<file path="config.mk">
export PLATFORM = sky130hd
export DESIGN_NAME = dotted_quad_ipv4_parser_unit_flat
export DESIGN_NICKNAME = d
export VERILOG_FILES = /design/src/sv/dqp_pkg.sv /design/src/sv/dqp_req_if.sv /design/src/sv/dqp_rsp_if.sv /design/src/sv/dqp_in_reg.sv /design/src/sv/dqp_parser.sv /design/src/sv/dqp_out_reg.sv /design/src/sv/dotted_quad_ipv4_parser_unit.sv /design/src/flat_wrapper.sv
export VERILOG_INCLUDE_DIRS = /design/src /design/src/sv
export SDC_FILE = /design/constraint.sdc
export NUM_CORES = 1
export LEC_CHECK = 0
export ABC_AREA = 1
export BUFFER_PORTS_ARGS = -buffer_cell sky130_fd_sc_hd__buf_2
export CAP_MARGIN = 20
export CORE_MARGIN = 8
export CORE_UTILIZATION = 55
export DETAILED_ROUTE_END_ITERATION = 8
export GPL_TIMING_DRIVEN = 0
export HOLD_SLACK_MARGIN = 0.15
export MAX_ROUTING_LAYER = met4
export PLACE_DENSITY = 0.76
export SLEW_MARGIN = 20
export SYNTH_ARGS = -nofsm -noshare
export SYNTH_HDL_FRONTEND = slang
export SYNTH_SLANG_ARGS = --single-unit
</file>
<file path="constraint.sdc">
create_clock -name clock -period 2.8 [get_ports clock]
set_clock_uncertainty 0.15 [all_clocks]
set_input_delay 0.28 -clock clock [delete_from_list [all_inputs] [get_ports clock]]
set_output_delay 0.28 -clock clock [all_outputs]
set_load 0.01 [all_outputs]
</file>
<file path="src/sv/dotted_quad_ipv4_parser_unit_assert.svh">
// assertion macros for the dotted-quad ipv4 parser unit
`ifndef DOTTED_QUAD_IPV4_PARSER_UNIT_ASSERT_SVH
`define DOTTED_QUAD_IPV4_PARSER_UNIT_ASSERT_SVH

// same-cycle implication, disabled in reset
`define DQP_ASSERT_SAME(lbl, clk, rst, ante, cons, msg) \
   lbl: assert property (@(posedge clk) disable iff (rst) (ante) |-> (cons)) \
      else $error(msg);

// next-cycle implication, disabled in reset
`define DQP_ASSERT_NEXT(lbl, clk, rst, ante, cons, msg) \
   lbl: assert property (@(posedge clk) disable iff (rst) (ante) |=> (cons)) \
      else $error(msg);

`endif

</file>
<file path="src/sv/dqp_pkg.sv">
// types and constants shared by the dotted-quad parser modules
package dqp_pkg;

   localparam logic [7:0] CH_ZERO     = 8'h30;
   localparam logic [7:0] CH_NINE     = 8'h39;
   localparam logic [7:0] CH_DOT      = 8'h2E;
   localparam logic [8:0] ACCUM_LIMIT = 9'd256;
   localparam logic [1:0] OCTET_LAST  = 2'd3;

   typedef enum logic [1:0] {
      STATUS_OK       = 2'd0,
      STATUS_BAD_CHAR = 2'd1,
      STATUS_RANGE    = 2'd2
   } status_type;

   typedef struct packed {
      logic [31:0] address;
      status_type  status;
   } result_type;

   // what the parser step yields for the character in the input stage
   typedef struct packed {
      logic       emit;
      result_type result;
   } step_type;

endpackage

</file>
<file path="src/sv/dqp_req_if.sv">
// character input channel
interface dqp_req_if;
   logic       valid;
   logic       ready;
   logic [7:0] ch;

   modport source (output valid, output ch, input ready);
   modport sink   (input valid, input ch, output ready);
endinterface

</file>
<file path="src/sv/dqp_rsp_if.sv">
// parsed address result channel
interface dqp_rsp_if;
   logic        valid;
   logic        ready;
   logic [31:0] address;
   logic [1:0]  status;

   modport source (output valid, output address, output status, input ready);
   modport sink   (input valid, input address, input status, output ready);
endinterface

</file>
<file path="src/sv/dqp_in_reg.sv">
// input register for one character beat
module dqp_in_reg (
   input  logic       clock,
   input  logic       reset,
   dqp_req_if.sink    req_chan,
   input  logic       take,
   output logic       valid,
   output logic [7:0] ch
);
   logic       valid_ff;
   logic       valid_in;
   logic [7:0] ch_ff;
   logic       load;

   // room when empty or when the held beat leaves this cycle
   assign req_chan.ready = !valid_ff || take;
   assign load           = req_chan.valid && req_chan.ready;

   always_comb begin
      valid_in = valid_ff;
      if (load) begin
         valid_in = 1'b1;
      end else if (take) begin
         valid_in = 1'b0;
      end
   end

   always_ff @(posedge clock) begin
      if (reset) begin
         valid_ff <= 1'b0;
      end else begin
         valid_ff <= valid_in;
      end
   end

   // payload, no reset
   always_ff @(posedge clock) begin
      if (load) begin
         ch_ff <= req_chan.ch;
      end
   end

   assign valid = valid_ff;
   assign ch    = ch_ff;
endmodule

</file>
<file path="src/sv/dqp_parser.sv">
// parser state and the per-character next-state logic
module dqp_parser
   import dqp_pkg::*;
(
   input  logic       clock,
   input  logic       reset,
   input  logic [7:0] ch,
   input  logic       take,
   output step_type   step
);
   logic [1:0]  octet_index_ff, octet_index_in;
   logic [8:0]  octet_accum_ff, octet_accum_in;
   logic [23:0] partial_ff, partial_in;

   logic        is_digit;
   logic [7:0]  ch_off;
   logic [3:0]  digit;
   logic [11:0] scaled;
   logic        over_range;

   // digit decode and accumulate, times ten as two shifts
   assign is_digit   = (ch >= CH_ZERO) && (ch <= CH_NINE);
   assign ch_off     = ch - CH_ZERO;
   assign digit      = ch_off[3:0];
   assign scaled     = {octet_accum_ff, 3'b000} + {2'b00, octet_accum_ff, 1'b0}
                       + {8'd0, digit};
   assign over_range = (octet_accum_ff >= ACCUM_LIMIT);

   always_comb begin
      step.emit           = 1'b0;
      step.result.address = '0;
      step.result.status  = STATUS_OK;
      octet_index_in      = octet_index_ff;
      octet_accum_in      = octet_accum_ff;
      partial_in          = partial_ff;
      if (is_digit) begin
         // saturate at the limit
         octet_accum_in = (scaled >= {3'b000, ACCUM_LIMIT}) ? ACCUM_LIMIT : scaled[8:0];
      end else if (octet_index_ff != OCTET_LAST) begin
         if (ch != CH_DOT) begin
            step.emit          = 1'b1;
            step.result.status = STATUS_BAD_CHAR;
         end else if (over_range) begin
            step.emit          = 1'b1;
            step.result.status = STATUS_RANGE;
         end else begin
            partial_in     = {partial_ff[15:0], octet_accum_ff[7:0]};
            octet_accum_in = '0;
            octet_index_in = octet_index_ff + 2'd1;
         end
      end else begin
         // fourth octet ends on any non-digit
         step.emit = 1'b1;
         if (over_range) begin
            step.result.status = STATUS_RANGE;
         end else begin
            step.result.address = {partial_ff, octet_accum_ff[7:0]};
         end
      end
      // any result restarts the parse
      if (step.emit) begin
         octet_index_in = '0;
         octet_accum_in = '0;
         partial_in     = '0;
      end
   end

   always_ff @(posedge clock) begin
      if (reset) begin
         octet_index_ff <= '0;
         octet_accum_ff <= '0;
         partial_ff     <= '0;
      end else if (take) begin
         octet_index_ff <= octet_index_in;
         octet_accum_ff <= octet_accum_in;
         partial_ff     <= partial_in;
      end
   end
endmodule

</file>
<file path="src/sv/dqp_out_reg.sv">
// result register on the output channel
module dqp_out_reg
   import dqp_pkg::*;
(
   input  logic       clock,
   input  logic       reset,
   input  logic       load,
   input  result_type result,
   output logic       free,
   dqp_rsp_if.source  rsp_chan
);
   logic        valid_ff, valid_in;
   result_type  result_ff;

   // slot usable when empty or draining now
   assign free = !valid_ff || rsp_chan.ready;

   always_comb begin
      valid_in = valid_ff;
      if (load) begin
         valid_in = 1'b1;
      end else if (rsp_chan.ready) begin
         valid_in = 1'b0;
      end
   end

   always_ff @(posedge clock) begin
      if (reset) begin
         valid_ff <= 1'b0;
      end else begin
         valid_ff <= valid_in;
      end
   end

   always_ff @(posedge clock) begin
      if (load) begin
         result_ff <= result;
      end
   end

   assign rsp_chan.valid   = valid_ff;
   assign rsp_chan.address = result_ff.address;
   assign rsp_chan.status  = result_ff.status;
endmodule

</file>
<file path="src/sv/dotted_quad_ipv4_parser_unit.sv">
// top level of the dotted-quad ipv4 address parser
//
//   channel    dir   payload                       beat when
//   req_chan   in    ch[7:0]                       valid && ready
//   rsp_chan   out   address[31:0], status[1:0]    valid && ready
//
// one character per cycle while no result is held up; a character waits in the input
// register, is parsed against the octet state, and any result lands in the output
// register in the cycle after the character is parsed
// reset clears the octet state and both valid flags
// a held result stalls only a character that would itself produce a result;
// digits, and dots that close one of the first three octets in range, keep flowing behind it
`include "dotted_quad_ipv4_parser_unit_assert.svh"

module dotted_quad_ipv4_parser_unit
   import dqp_pkg::*;
(
   input  logic      clock,
   input  logic      reset,
   dqp_req_if.sink   req_chan,
   dqp_rsp_if.source rsp_chan
);
   logic       s1_valid;
   logic [7:0] s1_ch;
   logic       take;
   logic       out_free;
   step_type   step;

   dqp_in_reg u_in_reg (
      .clock    (clock),
      .reset    (reset),
      .req_chan (req_chan),
      .take     (take),
      .valid    (s1_valid),
      .ch       (s1_ch)
   );

   dqp_parser u_parser (
      .clock (clock),
      .reset (reset),
      .ch    (s1_ch),
      .take  (take),
      .step  (step)
   );

   // parse the held character unless its result has nowhere to go
   assign take = s1_valid && (!step.emit || out_free);

   dqp_out_reg u_out_reg (
      .clock    (clock),
      .reset    (reset),
      .load     (take && step.emit),
      .result   (step.result),
      .free     (out_free),
      .rsp_chan (rsp_chan)
   );

   `DQP_ASSERT_SAME(a_error_zero_addr, clock, reset,
      rsp_chan.valid && (rsp_chan.status != STATUS_OK), rsp_chan.address == 32'd0,
      "error result carries a nonzero address")
   `DQP_ASSERT_NEXT(a_result_lands, clock, reset, take && step.emit,
      rsp_chan.valid, "parsed result did not reach the output register")
   `DQP_ASSERT_NEXT(a_held_char_kept, clock, reset, s1_valid && !take,
      s1_valid && (s1_ch == $past(s1_ch)), "stalled character lost from input stage")
   `DQP_ASSERT_SAME(a_status_code, clock, reset, rsp_chan.valid,
      (rsp_chan.status == STATUS_OK) || (rsp_chan.status == STATUS_BAD_CHAR) ||
      (rsp_chan.status == STATUS_RANGE), "undefined status code on output")
endmodule
</file>
<file path="src/flat_wrapper.sv">
// flat-port wrapper written by rule: the top's interface ports become plain ports
module dotted_quad_ipv4_parser_unit_flat import dqp_pkg::*;
  (clock, reset, req_chan_valid, req_chan_ch, req_chan_ready, rsp_chan_valid, rsp_chan_address, rsp_chan_status, rsp_chan_ready);
  dqp_req_if req_chan_i ();
  dqp_rsp_if rsp_chan_i ();
  input  logic clock;
  input  logic reset;
  input wire logic [$bits(req_chan_i.valid)-1:0] req_chan_valid;
  input wire logic [$bits(req_chan_i.ch)-1:0] req_chan_ch;
  output wire logic [$bits(req_chan_i.ready)-1:0] req_chan_ready;
  output wire logic [$bits(rsp_chan_i.valid)-1:0] rsp_chan_valid;
  output wire logic [$bits(rsp_chan_i.address)-1:0] rsp_chan_address;
  output wire logic [$bits(rsp_chan_i.status)-1:0] rsp_chan_status;
  input wire logic [$bits(rsp_chan_i.ready)-1:0] rsp_chan_ready;
  assign req_chan_i.valid = req_chan_valid;
  assign req_chan_i.ch = req_chan_ch;
  assign req_chan_ready = req_chan_i.ready;
  assign rsp_chan_valid = rsp_chan_i.valid;
  assign rsp_chan_address = rsp_chan_i.address;
  assign rsp_chan_status = rsp_chan_i.status;
  assign rsp_chan_i.ready = rsp_chan_ready;
  dotted_quad_ipv4_parser_unit u_core (.clock(clock), .reset(reset), .req_chan(req_chan_i), .rsp_chan(rsp_chan_i));
endmodule
</file>
==> metrics <==
# diodes 0; Synth Instances 377; Mapped Nets 409; Worst-path clk slew 0.08 ns; syn avg cell area 9.94 sq um; Place WS 0.0279 ns; Max transition margin 0.517; NumNets Final 477; area delta synth->final 17.5%; share of cells above drive strength 1 0.264; internal power 1.68 mW; Die Height 98.5 um; area leader, netlist edfxtp_1; vias in the first global route 2728; Tcrit/Tclk final 0.933; CP Max Fanout 8; crit start category flop; DRT iter0 DRCs 108; clock buffer depth 2; global-route wire length before repair 12.5 mm; CTS sink count 79; hpwl dp 5.38 mm; Fin. Hold Viols 0; die area 9710 sq um; Hold Path Class reg -> reg; initial antenna violation count 0; Post-Layout Cell Count 530; DRC Markers 0; maximum vdd drop 0.302 mV; Tmin final 2.61 ns; Via Count 2737; IO Port Bufs 46; clk root buf clkbuf_8; Overflow after GRT 0; Netlist cell types 30; fin worst setup slack 0.186 ns; Critical Path RT 2.92 ns; Clk pwr share 0.338; DRT Pass-1 Iters 4; max_cap viols 0; core area 6680 sq um; fmax 383 MHz; status finished clean; RSZ-0062 raised after global routing false; I/O pin total 48; Worst Setup Path Type reg -> reg; met1 wire length 3.14 mm; CTS tree done; Final GP Congestion 0.886; placed insts 503; GRT Overall Usage 0.164; CP endpoint kind flop; Post-Route WL 7.54 mm; CTS Buf Count 9; highest routed layer met4; wire length on met2 3.90 mm; Fin Hold WS 0.322 ns; PD cells 506 nW/um^2; leakage 1.85 nW; Slew Viols, Final 0; drt via density 5.16; Comb pwr share 0.084; Mapped Area 3750 sq um; Setup TNS Final 0 ns; yosys warns 0; Routed WL per cell 14.2 um; final setup violation count 0; largest net degree at the start of global routing 35; Worst EP arrival 2.74 ns; Switching Share 0.244; register share of total power 0.578; Starting Density 0.561; Row Count 30; synthesis-stage register bit count 79; Net Switching 0.544 mW; top cell type's share of synthesized area 0.337; die width 98.5 um; main area contributors after synthesis edfxtp_1 34%, dfxtp_1 20%, a211oi_2 8.0%; met3 wire length 341 um; register area share after synthesis 0.534; H-tree depth 3; post-route ant nets 0; Slew @ Worst Pin 0.724 ns; Worst-Skew Late Latency 0.35 ns
==> synthesized netlist by cell type <==
cell type,number
inv_1,57
nand2_1,54
edfxtp_1,42
a21oi_1,41
nor2_1,41
dfxtp_1,37
a211oi_2,24
nand3_1,19
ha_1,18
clkbuf_1,6
buf_6,3
nand2_4,3
nand4_1,3
nor2_2,3
o21ai_0,3
xor2_1,3
buf_2,2
buf_4,2
fa_1,2
inv_2,2
nand3_2,2
nor2_4,2
buf_1,1
nand3_4,1
nor3_1,1
nor3_2,1
o21ai_1,1
o21bai_1,1
or2_1,1
xnor2_1,1
==> per-layer routing <==
layer,vias up,GRT usage
li1,1391,-
met1,1272,0.166
met2,58,0.294
met3,16,0.0486
met4,0,0.0579
met5,-,-
==> state kept, by name, indices dropped and copies added (netlist names) <==
name,flops
u_core.u_out_reg.rsp_chan.address,32
u_core.u_parser.partial_ff,24
u_core.u_parser.octet_accum_ff,9
u_core.u_in_reg.ch,8
u_core.u_out_reg.rsp_chan.status,2
u_core.u_parser.octet_index_ff,2
u_core.u_in_reg.valid,1
u_core.u_out_reg.rsp_chan.valid,1
==> power groups by stage <==
stage,combinational (mW),sequential (mW),clock (mW)
final,0.187,1.29,0.753
after CTS,0.187,1.29,0.755
after floorplan,0.114,1.32,0
after detailed placement,0.176,1.32,0
after global routing,0.206,1.29,0.807
after global placement,0.171,1.31,0
==> logic make-up (layout without fill, tap and decap cells) <==
group | after synthesis | in the layout | share of synthesized area
compound gates | 70 | 70 | 0.142
xor+xnor | 4 | 4 | 0.00935
fa+ha+maj | 20 | 20 | 0.0708
buf+inv | 73 | 146 | 0.0818
flops | 79 | 79 | 0.534
simple gates | 131 | 131 | 0.161
==> critical path, cell delays in order (launching register included) <==
cell	delay, ns
dfxtp_4	0.36
inv_1	0.07
fa_1	0.53
inv_1	0.07
fa_2	0.38
nand2_1	0.09
nand3_2	0.08
nand2_1	0.09
nand2_1	0.06
nand2_2	0.07
nand3_2	0.11
nor2_4	0.22
nand3_1	0.11
a21oi_1	0.14
==> cell usage in the layout, fill, tap and decap left out, drive strengths merged <==
cell type	synthesis	routed
nor2	46	46
a211oi	24	24
nand3	22	22
xor2	3	3
dfxtp	37	37
o21bai	1	1
a21oi	41	41
buf	8	55
clkbuf	6	17
o21ai	4	4
inv	59	59
fa	2	2
clkinvlp	0	2
xnor2	1	1
nand2	57	57
dlygate4sd3	0	10
ha	18	18
nand4	3	3
or2	1	1
nor3	2	2
clkinv	0	3
edfxtp	42	42
==> metrics by stage <==
stage	total power, mW	area, sq um	utilization
CTS	2.23	4350	0.651
finish	2.23	4400	0.659
detailed placement	1.49	4080	0.610
floorplan	1.44	3750	-
global placement	1.48	4080	0.610
global route	2.31	4400	0.659
==> layout make-up <==
| class | count | area [sq um] |
|---|---|---|
| fill | 525 | 2280 |
| sequential | 79 | 2010 |
| multi-input combinational | 225 | 1470 |
| timing repair buffer | 57 | 338 |
| inverter | 59 | 221 |
| clock buffer | 11 | 141 |
| tap | 80 | 100 |
| buffer | 14 | 85.1 |
| clock inverter | 5 | 33.8 |
==> repair_timing <==
item / in CTS / in global routing
gates resized for setup: 0 / 12
setup buffers: 0 / 1
setup endpoints to repair: 0 / 9
hold buffers: 10 / 0
hold endpoints to repair: 10 / 0
==> worst paths after layout <==
kind	depth (start not counted)	from	endpoint	slack, ns
worst min register to register	2	u_core.u_parser.octet_index_ff[1]$_SDFFE_PP0P_	u_core.u_parser.octet_index_ff[1]$_SDFFE_PP0P_	0.32
worst max register to register	13	u_core.u_parser.octet_accum_ff[0]$_SDFFE_PP0P_	u_core.u_parser.octet_accum_ff[6]$_SDFFE_PP0P_	0.19
worst max-delay path	13	u_core.u_parser.octet_accum_ff[0]$_SDFFE_PP0P_	u_core.u_parser.octet_accum_ff[6]$_SDFFE_PP0P_	0.19
worst min-delay path	2	u_core.u_parser.octet_index_ff[1]$_SDFFE_PP0P_	u_core.u_parser.octet_index_ff[1]$_SDFFE_PP0P_	0.32
Power figures use the tool's default switching activity.
